$ cat config.mk
export PLATFORM = sky130hd
export DESIGN_NAME = i2c_write_read_transaction_sequencer_flat
export DESIGN_NICKNAME = d
export VERILOG_FILES = /design/src/hdl/i2cs_pkg.sv /design/src/hdl/i2cs_if.sv /design/src/hdl/i2cs_buffer.sv /design/src/hdl/i2c_write_read_transaction_sequencer.sv /design/src/flat_wrapper.sv
export SDC_FILE = /design/constraint.sdc
export NUM_CORES = 1
export LEC_CHECK = 0
export BUFFER_PORTS_ARGS = -buffer_cell sky130_fd_sc_hd__buf_2
export CAP_MARGIN = 20
export CORE_ASPECT_RATIO = 1.5
export CORE_MARGIN = 1.5
export CORE_UTILIZATION = 64
export DETAILED_ROUTE_END_ITERATION = 10
export PLACE_DENSITY = 0.85
export SYNTH_ARGS = -nofsm -noshare
export SYNTH_HDL_FRONTEND = slang
export SYNTH_HIERARCHICAL = 1
export SYNTH_SLANG_ARGS = --single-unit
$ cat constraint.sdc
create_clock -name clk -period 6.2 [get_ports clk]
set_input_delay 0.31 -clock clk [delete_from_list [all_inputs] [get_ports clk]]
set_output_delay 0.31 -clock clk [all_outputs]
set_load 0.05 [all_outputs]
$ cat src/hdl/i2cs_pkg.sv
`default_nettype none
package i2cs_pkg;

  // Buffer geometry. The buffer is split into an even and an odd bank.
  localparam int BUF_BYTES  = 16;
  localparam int BANK_DEPTH = BUF_BYTES / 2;
  localparam int BANK_AW    = $clog2(BANK_DEPTH);

  // Length fields, byte counter and buffer positions.
  localparam int LEN_W = 5;
  // Wide enough to hold a position plus two.
  localparam int POS_W = LEN_W + 1;

  // CRC-8 polynomial and seed, and the reset device address.
  localparam logic [7:0] CRC_POLY       = 8'h31;
  localparam logic [7:0] CRC_INIT       = 8'hFF;
  localparam logic [6:0] DEV_ADDR_RESET = 7'h62;

  // Register port.
  localparam int APB_AW   = 3;
  localparam int APB_DW   = 32;
  localparam int DEV_AW   = 7;
  localparam logic REG_DEVICE_ADDRESS = 1'b0;

  typedef enum logic [1:0] {
    KIND_LOAD  = 2'd0,
    KIND_START = 2'd1,
    KIND_EVENT = 2'd2,
    KIND_CHECK = 2'd3
  } kind_t;

  typedef enum logic [2:0] {
    EV_START_SENT   = 3'd0,
    EV_RESTART_SENT = 3'd1,
    EV_ADDRW_ACK    = 3'd2,
    EV_DATAW_ACK    = 3'd3,
    EV_ADDRR_ACK    = 3'd4,
    EV_BYTE_ACKED   = 3'd5,
    EV_BYTE_NACKED  = 3'd6,
    EV_OTHER        = 3'd7
  } bus_event_t;

  typedef enum logic [2:0] {
    ACT_NONE    = 3'd0,
    ACT_START   = 3'd1,
    ACT_SEND    = 3'd2,
    ACT_RESTART = 3'd3,
    ACT_RX_ACK  = 3'd4,
    ACT_RX_NACK = 3'd5,
    ACT_STOP    = 3'd6
  } action_t;

  typedef enum logic [1:0] {
    ST_IDLE    = 2'd0,
    ST_PENDING = 2'd1,
    ST_ERROR   = 2'd2
  } status_t;

  // Request to the byte buffer: one write and one read base position.
  typedef struct packed {
    logic             wr_en;
    logic [LEN_W-1:0] wr_pos;
    logic [7:0]       wr_data;
    logic             rd_en;
    logic [LEN_W-1:0] rd_pos;
  } buf_req_t;

  // Bytes at the read base position and the two after it; zero past the end.
  typedef struct packed {
    logic [7:0] b0;
    logic [7:0] b1;
    logic [7:0] b2;
  } buf_rsp_t;

  // One byte of the CRC-8 (MSB first, no reflection).
  function automatic logic [7:0] crc8_step(input logic [7:0] crc_in, input logic [7:0] data);
    logic [7:0] crc;
    crc = crc_in ^ data;
    for (int k = 0; k < 8; k++) begin
      if (crc[7]) begin
        crc = {crc[6:0], 1'b0} ^ CRC_POLY;
      end else begin
        crc = {crc[6:0], 1'b0};
      end
    end
    return crc;
  endfunction

endpackage
`default_nettype wire

$ cat src/hdl/i2cs_if.sv
`default_nettype none
// Request channel: one item per transaction.
interface i2cs_req_if;
  logic       valid;
  logic       ready;
  logic [1:0] kind;
  logic [3:0] index;
  logic [7:0] data_byte;
  logic [4:0] write_len;
  logic [4:0] read_len;
  logic [2:0] bus_event;

  modport source (output valid, kind, index, data_byte, write_len, read_len, bus_event,
                  input ready);
  modport sink (input valid, kind, index, data_byte, write_len, read_len, bus_event,
                output ready);
endinterface

// Response channel: one result per transaction.
interface i2cs_rsp_if;
  logic        valid;
  logic        ready;
  logic [2:0]  action;
  logic [7:0]  tx_byte;
  logic [1:0]  status;
  logic [15:0] word_value;
  logic        crc_ok;

  modport source (output valid, action, tx_byte, status, word_value, crc_ok, input ready);
  modport sink (input valid, action, tx_byte, status, word_value, crc_ok, output ready);
endinterface
`default_nettype wire

$ cat src/hdl/i2cs_buffer.sv
`default_nettype none
// Byte buffer held in two banks (even and odd positions). Each bank has one
// write port and two read ports, so three consecutive bytes come out in one
// read. Read data is registered.
module i2cs_buffer (
  input  wire logic               clk,
  input  wire i2cs_pkg::buf_req_t req,
  output i2cs_pkg::buf_rsp_t      rsp
);

  logic [7:0] even_mem [i2cs_pkg::BANK_DEPTH];
  logic [7:0] odd_mem  [i2cs_pkg::BANK_DEPTH];

  logic [i2cs_pkg::LEN_W-2:0]   half;
  logic [i2cs_pkg::LEN_W-1:0]   half_inc;
  logic [i2cs_pkg::BANK_AW-1:0] addr_lo;
  logic [i2cs_pkg::BANK_AW-1:0] addr_hi;
  logic [i2cs_pkg::BANK_AW-1:0] wr_addr;
  logic [i2cs_pkg::POS_W-1:0]   pos_ext;
  logic [2:0]                   in_buf;

  logic [7:0] even_lo;
  logic [7:0] even_hi;
  logic [7:0] odd_lo;
  logic [7:0] odd_hi;
  logic       odd_base;
  logic [2:0] in_buf_q;

  // Bank addresses for the base position and the pair after it.
  always_comb begin
    half     = req.rd_pos[i2cs_pkg::LEN_W-1:1];
    half_inc = {1'b0, half} + i2cs_pkg::LEN_W'(1);
    addr_lo  = half[i2cs_pkg::BANK_AW-1:0];
    addr_hi  = half_inc[i2cs_pkg::BANK_AW-1:0];
    wr_addr  = req.wr_pos[i2cs_pkg::BANK_AW:1];
    pos_ext  = {1'b0, req.rd_pos};
    for (int k = 0; k < 3; k++) begin
      in_buf[k] = (pos_ext + i2cs_pkg::POS_W'(k)) < i2cs_pkg::POS_W'(i2cs_pkg::BUF_BYTES);
    end
  end

  // Memory write and registered reads.
  always_ff @(posedge clk) begin
    if (req.wr_en) begin
      if (req.wr_pos[0]) begin
        odd_mem[wr_addr] <= req.wr_data;
      end else begin
        even_mem[wr_addr] <= req.wr_data;
      end
    end
    if (req.rd_en) begin
      even_lo  <= even_mem[addr_lo];
      even_hi  <= even_mem[addr_hi];
      odd_lo   <= odd_mem[addr_lo];
      odd_hi   <= odd_mem[addr_hi];
      odd_base <= req.rd_pos[0];
      in_buf_q <= in_buf;
    end
  end

  // Put the bank outputs back in buffer order; positions past the end read zero.
  always_comb begin
    rsp.b0 = in_buf_q[0] ? (odd_base ? odd_lo  : even_lo) : 8'h00;
    rsp.b1 = in_buf_q[1] ? (odd_base ? even_hi : odd_lo)  : 8'h00;
    rsp.b2 = in_buf_q[2] ? (odd_base ? odd_hi  : even_hi) : 8'h00;
  end

endmodule
`default_nettype wire

$ cat src/hdl/i2c_write_read_transaction_sequencer.sv
`default_nettype none
// Channel  Direction  Handshake      Contents
// req      in         valid/ready    kind, index, data_byte, write_len, read_len, bus_event
// rsp      out        valid/ready    action, tx_byte, status, word_value, crc_ok
// apb      in         psel/penable   device_address at byte address 0
//
// One transaction is taken per cycle while rsp is not held; each result passes
// the registered buffer read and the two CRC stages before it appears.
// When rsp is held, the whole pipeline holds and req.ready drops.
// Reset clears the control registers and the pipeline valid bits; device_address
// returns to 0x62. Buffer contents are not cleared.
module i2c_write_read_transaction_sequencer (
  input  wire logic                          clk,
  input  wire logic                          rst,
  input  wire logic                          psel,
  input  wire logic                          penable,
  input  wire logic                          pwrite,
  input  wire logic [i2cs_pkg::APB_AW-1:0]   paddr,
  input  wire logic [i2cs_pkg::APB_DW-1:0]   pwdata,
  output logic      [i2cs_pkg::APB_DW-1:0]   prdata,
  output logic                               pready,
  i2cs_req_if.sink                           req,
  i2cs_rsp_if.source                         rsp
);

  // Control registers.
  logic [i2cs_pkg::DEV_AW-1:0] device_address;
  logic [i2cs_pkg::LEN_W-1:0]  byte_counter, byte_counter_next;
  logic [i2cs_pkg::LEN_W-1:0]  write_request, write_request_next;
  logic [i2cs_pkg::LEN_W-1:0]  read_request, read_request_next;
  i2cs_pkg::status_t           link_status, link_status_next;

  // Request decode.
  i2cs_pkg::kind_t      kind;
  i2cs_pkg::bus_event_t ev;
  i2cs_pkg::action_t    act;
  logic [7:0]           tx_imm;
  logic                 tx_from_buf;
  logic                 idx_in_buf;
  logic                 cnt_in_buf;
  logic [i2cs_pkg::POS_W-1:0] cnt_ext;
  logic                 advance;
  logic                 accept;

  i2cs_pkg::buf_req_t   buf_req;
  i2cs_pkg::buf_rsp_t   buf_rsp;

  // Stage 1: buffer read in flight.
  logic                 s1_valid;
  i2cs_pkg::action_t    s1_action;
  logic [7:0]           s1_tx_imm;
  logic                 s1_tx_buf;
  i2cs_pkg::status_t    s1_status;
  logic                 s1_check;

  // Stage 2: first CRC byte done.
  logic                 s2_valid;
  i2cs_pkg::action_t    s2_action;
  logic [7:0]           s2_tx;
  i2cs_pkg::status_t    s2_status;
  logic                 s2_check;
  logic [15:0]          s2_word;
  logic [7:0]           s2_crc;
  logic [7:0]           s2_b2;

  // Output register.
  logic                 out_valid;
  i2cs_pkg::action_t    out_action;
  logic [7:0]           out_tx;
  i2cs_pkg::status_t    out_status;
  logic [15:0]          out_word;
  logic                 out_crc_ok;

  // Register port.
  assign pready = 1'b1;
  assign prdata = (paddr[2] == i2cs_pkg::REG_DEVICE_ADDRESS)
                ? i2cs_pkg::APB_DW'(device_address) : '0;

  // Pipeline moves whenever the output register is free or being taken.
  assign advance   = !out_valid || rsp.ready;
  assign req.ready = advance;
  assign accept    = req.valid && advance;

  assign kind       = i2cs_pkg::kind_t'(req.kind);
  assign ev         = i2cs_pkg::bus_event_t'(req.bus_event);
  assign cnt_ext    = {1'b0, byte_counter};
  assign idx_in_buf = {2'b00, req.index} < i2cs_pkg::POS_W'(i2cs_pkg::BUF_BYTES);
  assign cnt_in_buf = cnt_ext < i2cs_pkg::POS_W'(i2cs_pkg::BUF_BYTES);

  // Next bus action and control state for the incoming transaction.
  always_comb begin
    byte_counter_next  = byte_counter;
    write_request_next = write_request;
    read_request_next  = read_request;
    link_status_next   = link_status;
    act                = i2cs_pkg::ACT_NONE;
    tx_imm             = 8'h00;
    tx_from_buf        = 1'b0;
    buf_req.wr_en      = 1'b0;
    buf_req.wr_pos     = byte_counter;
    buf_req.wr_data    = req.data_byte;
    buf_req.rd_en      = advance;
    buf_req.rd_pos     = byte_counter;

    unique case (kind)
      i2cs_pkg::KIND_LOAD: begin
        buf_req.wr_pos = {1'b0, req.index};
        if (idx_in_buf) begin
          buf_req.wr_en = accept;
        end else begin
          link_status_next = i2cs_pkg::ST_ERROR;
        end
      end
      i2cs_pkg::KIND_START: begin
        write_request_next = req.write_len;
        read_request_next  = req.read_len;
        byte_counter_next  = '0;
        link_status_next   = i2cs_pkg::ST_PENDING;
        act                = i2cs_pkg::ACT_START;
      end
      i2cs_pkg::KIND_EVENT: begin
        unique case (ev) inside
          i2cs_pkg::EV_START_SENT: begin
            act    = i2cs_pkg::ACT_SEND;
            tx_imm = {device_address, 1'b0};
          end
          i2cs_pkg::EV_RESTART_SENT: begin
            act    = i2cs_pkg::ACT_SEND;
            tx_imm = {device_address, 1'b1};
          end
          i2cs_pkg::EV_ADDRW_ACK, i2cs_pkg::EV_DATAW_ACK: begin
            if (byte_counter < write_request) begin
              if (!cnt_in_buf) begin
                byte_counter_next = '0;
                link_status_next  = i2cs_pkg::ST_ERROR;
                act               = i2cs_pkg::ACT_STOP;
              end else begin
                act               = i2cs_pkg::ACT_SEND;
                tx_from_buf       = 1'b1;
                byte_counter_next = byte_counter + i2cs_pkg::LEN_W'(1);
              end
            end else if (read_request != '0) begin
              byte_counter_next = '0;
              act               = i2cs_pkg::ACT_RESTART;
            end else begin
              act              = i2cs_pkg::ACT_STOP;
              link_status_next = i2cs_pkg::ST_IDLE;
            end
          end
          i2cs_pkg::EV_ADDRR_ACK: begin
            act = (read_request <= i2cs_pkg::LEN_W'(1)) ? i2cs_pkg::ACT_RX_NACK
                                                          : i2cs_pkg::ACT_RX_ACK;
          end
          i2cs_pkg::EV_BYTE_ACKED: begin
            if (byte_counter < read_request && cnt_in_buf) begin
              buf_req.wr_en     = accept;
              byte_counter_next = byte_counter + i2cs_pkg::LEN_W'(1);
              // Ask for one more byte unless the next one is the last.
              act = ((cnt_ext + i2cs_pkg::POS_W'(2)) != {1'b0, read_request})
                  ? i2cs_pkg::ACT_RX_ACK : i2cs_pkg::ACT_RX_NACK;
            end else begin
              byte_counter_next = '0;
              link_status_next  = i2cs_pkg::ST_ERROR;
              act               = i2cs_pkg::ACT_STOP;
            end
          end
          i2cs_pkg::EV_BYTE_NACKED: begin
            if (cnt_in_buf) begin
              buf_req.wr_en    = accept;
              link_status_next = ((cnt_ext + i2cs_pkg::POS_W'(1)) == {1'b0, read_request})
                               ? i2cs_pkg::ST_IDLE : i2cs_pkg::ST_ERROR;
            end else begin
              link_status_next = i2cs_pkg::ST_ERROR;
            end
            byte_counter_next = '0;
            act               = i2cs_pkg::ACT_STOP;
          end
          default: begin
            byte_counter_next = '0;
            link_status_next  = i2cs_pkg::ST_ERROR;
            act               = i2cs_pkg::ACT_STOP;
          end
        endcase
      end
      i2cs_pkg::KIND_CHECK: begin
        buf_req.rd_pos = {1'b0, req.index};
      end
      default: begin
        act = i2cs_pkg::ACT_NONE;
      end
    endcase
  end

  i2cs_buffer u_buffer (
    .clk (clk),
    .req (buf_req),
    .rsp (buf_rsp)
  );

  // Register port write.
  always_ff @(posedge clk) begin
    if (rst) begin
      device_address <= i2cs_pkg::DEV_ADDR_RESET;
    end else if (psel && penable && pwrite && pready
                 && paddr[2] == i2cs_pkg::REG_DEVICE_ADDRESS) begin
      device_address <= pwdata[i2cs_pkg::DEV_AW-1:0];
    end
  end

  // Control state update on each accepted transaction.
  always_ff @(posedge clk) begin
    if (rst) begin
      byte_counter  <= '0;
      write_request <= '0;
      read_request  <= '0;
      link_status   <= i2cs_pkg::ST_IDLE;
    end else if (accept) begin
      byte_counter  <= byte_counter_next;
      write_request <= write_request_next;
      read_request  <= read_request_next;
      link_status   <= link_status_next;
    end
  end

  // Pipeline valids.
  always_ff @(posedge clk) begin
    if (rst) begin
      s1_valid  <= 1'b0;
      s2_valid  <= 1'b0;
      out_valid <= 1'b0;
    end else if (advance) begin
      s1_valid  <= req.valid;
      s2_valid  <= s1_valid;
      out_valid <= s2_valid;
    end
  end

  // Pipeline payload: tx byte select, then the two CRC bytes.
  always_ff @(posedge clk) begin
    if (advance) begin
      s1_action  <= act;
      s1_tx_imm  <= tx_imm;
      s1_tx_buf  <= tx_from_buf;
      s1_status  <= link_status_next;
      s1_check   <= kind == i2cs_pkg::KIND_CHECK;

      s2_action  <= s1_action;
      s2_tx      <= s1_tx_buf ? buf_rsp.b0 : s1_tx_imm;
      s2_status  <= s1_status;
      s2_check   <= s1_check;
      s2_word    <= s1_check ? {buf_rsp.b0, buf_rsp.b1} : 16'h0000;
      s2_crc     <= i2cs_pkg::crc8_step(i2cs_pkg::CRC_INIT, buf_rsp.b0);
      s2_b2      <= buf_rsp.b2;

      out_action <= s2_action;
      out_tx     <= s2_tx;
      out_status <= s2_status;
      out_word   <= s2_word;
      out_crc_ok <= s2_check && (i2cs_pkg::crc8_step(s2_crc, s2_word[7:0]) == s2_b2);
    end
  end

  assign rsp.valid      = out_valid;
  assign rsp.action     = out_action;
  assign rsp.tx_byte    = out_tx;
  assign rsp.status     = out_status;
  assign rsp.word_value = out_word;
  assign rsp.crc_ok     = out_crc_ok;

  // A start always leaves the link pending.
  a_start_pending: assert property (@(posedge clk) disable iff (rst)
    (accept && kind == i2cs_pkg::KIND_START) |=> link_status == i2cs_pkg::ST_PENDING)
    else $error("start did not leave the link pending");

  // An in-range buffer load does not touch the link status.
  a_load_keeps_status: assert property (@(posedge clk) disable iff (rst)
    (accept && kind == i2cs_pkg::KIND_LOAD && idx_in_buf) |=> $stable(link_status))
    else $error("in-range load changed the link status");

  // While the output is held, the stage behind it holds too.
  a_stall_holds: assert property (@(posedge clk) disable iff (rst)
    (!advance) |=> ($stable(s2_valid) && $stable(s2_action) && $stable(s2_tx)))
    else $error("pipeline moved during a stall");

endmodule
`default_nettype wire
$ cat src/flat_wrapper.sv
// flat-port wrapper written by rule: the top's interface ports become plain ports
module i2c_write_read_transaction_sequencer_flat 
  (clk, rst, psel, penable, pwrite, paddr, pwdata, prdata, pready, req_valid, req_kind, req_index, req_data_byte, req_write_len, req_read_len, req_bus_event, req_ready, rsp_valid, rsp_action, rsp_tx_byte, rsp_status, rsp_word_value, rsp_crc_ok, rsp_ready);
  i2cs_req_if req_i ();
  i2cs_rsp_if rsp_i ();
  input  wire logic clk;
  input  wire logic rst;
  input  wire logic psel;
  input  wire logic penable;
  input  wire logic pwrite;
  input  wire logic [i2cs_pkg::APB_AW-1:0] paddr;
  input  wire logic [i2cs_pkg::APB_DW-1:0] pwdata;
  output logic      [i2cs_pkg::APB_DW-1:0] prdata;
  output logic pready;
  input wire logic [$bits(req_i.valid)-1:0] req_valid;
  input wire logic [$bits(req_i.kind)-1:0] req_kind;
  input wire logic [$bits(req_i.index)-1:0] req_index;
  input wire logic [$bits(req_i.data_byte)-1:0] req_data_byte;
  input wire logic [$bits(req_i.write_len)-1:0] req_write_len;
  input wire logic [$bits(req_i.read_len)-1:0] req_read_len;
  input wire logic [$bits(req_i.bus_event)-1:0] req_bus_event;
  output wire logic [$bits(req_i.ready)-1:0] req_ready;
  output wire logic [$bits(rsp_i.valid)-1:0] rsp_valid;
  output wire logic [$bits(rsp_i.action)-1:0] rsp_action;
  output wire logic [$bits(rsp_i.tx_byte)-1:0] rsp_tx_byte;
  output wire logic [$bits(rsp_i.status)-1:0] rsp_status;
  output wire logic [$bits(rsp_i.word_value)-1:0] rsp_word_value;
  output wire logic [$bits(rsp_i.crc_ok)-1:0] rsp_crc_ok;
  input wire logic [$bits(rsp_i.ready)-1:0] rsp_ready;
  assign req_i.valid = req_valid;
  assign req_i.kind = req_kind;
  assign req_i.index = req_index;
  assign req_i.data_byte = req_data_byte;
  assign req_i.write_len = req_write_len;
  assign req_i.read_len = req_read_len;
  assign req_i.bus_event = req_bus_event;
  assign req_ready = req_i.ready;
  assign rsp_valid = rsp_i.valid;
  assign rsp_action = rsp_i.action;
  assign rsp_tx_byte = rsp_i.tx_byte;
  assign rsp_status = rsp_i.status;
  assign rsp_word_value = rsp_i.word_value;
  assign rsp_crc_ok = rsp_i.crc_ok;
  assign rsp_i.ready = rsp_ready;
  i2c_write_read_transaction_sequencer u_core (.clk(clk), .rst(rst), .psel(psel), .penable(penable), .pwrite(pwrite), .paddr(paddr), .pwdata(pwdata), .prdata(prdata), .pready(pready), .req(req_i), .rsp(rsp_i));
endmodule
# == After elaboration in Yosys (flattened, before gate mapping) ==
# Memories as Yosys holds them, arrays and structs flattened. A register that Yosys moved wholly into a read port is not among the register bits.
# Index checks and enable logic that the tools add are counted.
# classes
n_addsub,6
bitwise,19
magnitude_cmp,7
reduce_logical,19
eq_ne,14
muxes,73
# ops
operator,n
8-bit 2-to-1 mux,20
6-bit 2-to-1 mux,16
3-bit inverter,16
5-bit 2-to-1 mux,5
8-bit case mux with 2 select lines,1
5-bit case mux with 3 select lines,1
5-bit by 1-bit adder with 6-bit output (second input constant),2
5-bit by 2-bit adder with 6-bit output (second input constant),2
6-bit by 5-bit less-than comparator with 1-bit output (second input constant),2
2-bit 2-to-1 mux,6
3-bit 2-to-1 mux,4
3-bit case mux with 4 select lines,1
1-bit 2-to-1 mux,11
5-bit less-than comparator,2
5-bit less-than comparator (second input constant),2
5-bit case mux with 2 select lines,1
3-bit equality test (second input constant),3
8-bit equality test,1
8-bit inverter,1
2-bit case mux with 4 select lines,1
8-bit bitwise XOR,1
7-bit 2-to-1 mux,1
3-bit by 2-bit equality test with 1-bit output (second input constant),2
6-bit by 5-bit equality test with 1-bit output,1
other kinds (26),35
# word_totals
in_bits,69
mem_bits_rw,128
out_inout_bits,65
n_memories,2
reg_bits,122
# mem_list
memory,words,word_bits,rd,rd_ports_with_merged_regs,wr,line_no,text
u_core.u_buffer.even_mem,8,8,2,2,1,i2cs_buffer.sv:11,logic [7:0] even_mem [i2cs_pkg::BANK_DEPTH];
u_core.u_buffer.odd_mem,8,8,2,2,1,i2cs_buffer.sv:12,logic [7:0] odd_mem [i2cs_pkg::BANK_DEPTH];

# == Longest topological paths before layout ==
# depth
ltp_word,27
depth_mapped,10
mapped_depth_nobuf,10

# == Hierarchy ==
# The synthesis kept the hierarchy.
# modules_own_cells
module,cells_each,instances,area_each_um2
i2cs_buffer,505,1,7937.6
i2c_write_read_transaction_sequencer,441,1,5527.8

# == Worst setup path before layout ==
# OpenSTA, ideal clock, no wires.
# synth_path
kind,register to register
start,"register u_core.out_valid, in the netlist u_core/rsp.valid"
end,"memory u_core.u_buffer.even_mem[0][0], enable pin"
setup_time_ps,383
path_stages_with_launch,7
setup_slack_ps,1963
arrival_ps,3853
cell_sequence,dfxtp_1 nand2b_1 buf_2 nand2_1 a21oi_1 or3b_1 nor3_1
# synth_lines
item,line_no,text
"start, declared",i2c_write_read_transaction_sequencer.sv:67,logic out_valid;
"start signal, assigned",i2c_write_read_transaction_sequencer.sv:234,out_valid <= s2_valid;
"end, declared",i2cs_buffer.sv:11,

==> flow_metrics.tcl <==
set metrics [dict create \
    path_buf_inv 0 \
    fin_setup_tns_ns 0 \
    skew_ns 0.02497 \
    cts_buffers 26 \
    hold_viol 0 \
    coreArea_sq_um 20500 \
    period_needed_ns 3.818 \
    dieArea_sq_um 21930 \
    start_util_pct 65.67 \
    grt_pass1_vias 7706 \
    cp_slowest_cell "nor2_1" \
    slew_headroom_pct 26.94 \
    critical_path.max_fanout 14 \
    cts_resized 0 \
    arrival_ns 3.95 \
    worstReg2RegStart "u_core/byte_counter[4]$_SDFFE_PP0P_" \
    netlist_instances 945 \
    vias 7804 \
    maxCapViolCount 0 \
    finalSetupViolCount 0 \
    cts-root-buf "clkbuf_16" \
    grt_overflow 0 \
    ff2ff_setup_slack_ns 2.38 \
    slowest_delay_ns 0.85 \
    post_synth.cell_area_avg_sq_um 14.25 \
    hold_buffers 0 \
    cts_max_path_buffers 3 \
    hold_depth 3 \
    grt_util_all_layers_pct 23.48 \
    grt_pass1_wl_um 39860 \
    gp_congestion 0.8556 \
    drt-wirelength-per-cell_um 19.81 \
    cp.required_ns 6.34 \
    crit_family "simple AND/OR/NAND/NOR gates" \
    slew_viol_final 0 \
    cellLeakagePower_uw 0.005470 \
    crit_chain "ha_1 > or4_1 > nor2_4 > o21ai_0 > a21oi_1 > or3b_1 > nor2_1" \
    grt_setup_unrepaired "false" \
    timing.fmax_mhz 261.9 \
    cts_tree "yes" \
    max_slew.worst_pin.slew_ns 1.096 \
    r2r_end "u_core/u_buffer/even_mem[2][0]$_DFFE_PP_" \
    drc_errors 0 \
    layout_common_cells "edfxtp_1 (255), buf_2 (80), mux2i_1 (75)" \
    power-per-cell-area_nw_per_um2 302.9 \
    num_rows 64 \
    nNetsFinal 1093 \
    post-cts-setup-buffers 0 \
    cts.sinks 282 \
    post_route_cells_drive_above_1_share_pct 19.18 \
    pre_cts_ws_ns 2.466 \
    grt_max_degree 88 \
    io_pins 134 \
    antenna_found_initial 1 \
    area_growth_pct 9.239 \
    final_common_cell "edfxtp_1" \
    fin_crit_sh_pct 61.58 \
    synth_area_sq_um 13460 \
    clk_latency_ns 0.54 \
    ff2ff_path_depth 7 \
    worst_slack_ns 2.382 \
    dr.first_iter.drc_count 817 \
    setup.worst_path.start_class "flip-flop" \
    status "completed" \
    critical_path.endpoint "u_core/u_buffer/even_mem[2][0]$_DFFE_PP_" \
    die_w_um 121.4 \
    cp-startpoint "u_core/byte_counter[4]$_SDFFE_PP0P_" \
    htreeDepth 1 \
    cp.depth 7 \
    peakVddDrop_mv 0.2536 \
    dp_hpwl_um 16810 \
    fin_total_pwr_uw 4454 \
    place.port_buffers 80 \
    ant_nets 0 \
    synth_warnings 6 \
    drt-total-wl_um 25600 \
    critPathKind "reg -> reg" \
    avgViaCountPerCell 6.040 \
    hp-class "in -> reg" \
    path_clk_slew_ns 0.07 \
    critPathCaptureType "flip-flop" \
    die_y_um 180.6 \
    drt_pass1_iterations 5 \
]
worst min path at each step:
stage / start / end / slack (ns)
2_1_floorplan: u_core/s2_action[0]$_DFFE_PN_ / u_core/rsp.action[0]$_DFFE_PN_ / 0.40
3_3_place_gp: u_core/s2_word[10]$_SDFFCE_PN0N_ / u_core/rsp.word_value[10]$_DFFE_PN_ / 0.40
3_5_place_dp: u_core/s2_tx[2]$_DFFE_PN_ / u_core/rsp.tx_byte[2]$_DFFE_PN_ / 0.41
4_1_cts: req_read_len[0] / u_core/read_request[0]$_SDFFE_PP0P_ / 0.008
5_1_grt: req_write_len[0] / u_core/write_request[0]$_SDFFE_PP0P_ / 0.02
6_report: req_read_len[0] / u_core/read_request[0]$_SDFFE_PP0P_ / 0.02
sequential cells by signal, summed over array words and instances (netlist names), 3 cells and up:
register,count
u_core/rsp.tx_byte,8
u_core/u_buffer/odd_hi,8
u_core/s2_action,3
u_core/u_buffer/odd_lo,8
u_core/s2_crc,8
u_core/s1_action,3
u_core/s2_word,16
u_core/device_address,7
u_core/s2_tx,8
u_core/u_buffer/in_buf_q,3
u_core/u_buffer/even_hi,8
u_core/s1_tx_imm,8
u_core/byte_counter,5
u_core/rsp.word_value,16
u_core/u_buffer/even_mem,64
u_core/s2_b2,8
u_core/write_request,5
u_core/read_request,5
u_core/u_buffer/odd_mem,64
u_core/rsp.action,3
u_core/u_buffer/even_lo,8
cell type report:
class                           instances  area [sq um]
Antenna cell                            1         2.502
Multi-Input combinational cell        587          4767
Clock inverter                         17         192.7
Inverter                               24         90.09
Fill cell                            1391          5794
Tap cell                              264         330.3
Sequential cell                       282          8198
Timing Repair Buffer                   86         445.4
Clock buffer                           31         679.4
worst min-delay path, cell delays in order:
cell and delay (ns):
buf_2 0.08, mux2i_1 0.05, nor2_1 0.07
per-layer routing:
layer  global-route usage [%]  wire [um]  up-vias
met4                    9.647       1024        0
met5                        0          0        -
met1                    27.39       9230     3822
li1                         -          -     3631
met2                    42.42      13790      280
met3                    3.924       1555       71
where the power goes:
part           internal [uW]  switching (uW)  total, uW
combinational            227             393        620
sequential              2190            44.8       2240
clock                    917             681       1600
total                   3340            1120       4450
stage by stage:
step / area (sq um) / instances / hold WS [ns] / utilization (%)
2_1_floorplan: 13550 / 969 / 0.4003 / -
3_3_place_gp: 13830 / 1243 / 0.4012 / 67.47
3_5_place_dp: 13830 / 1243 / 0.4057 / 67.47
4_1_cts: 14700 / 1291 / 0.007737 / 71.72
5_1_grt: 14710 / 1292 / 0.02107 / 71.73
6_report: 14710 / 1292 / 0.02057 / 71.73
Note: power is estimated with default switching activity, not from simulation.
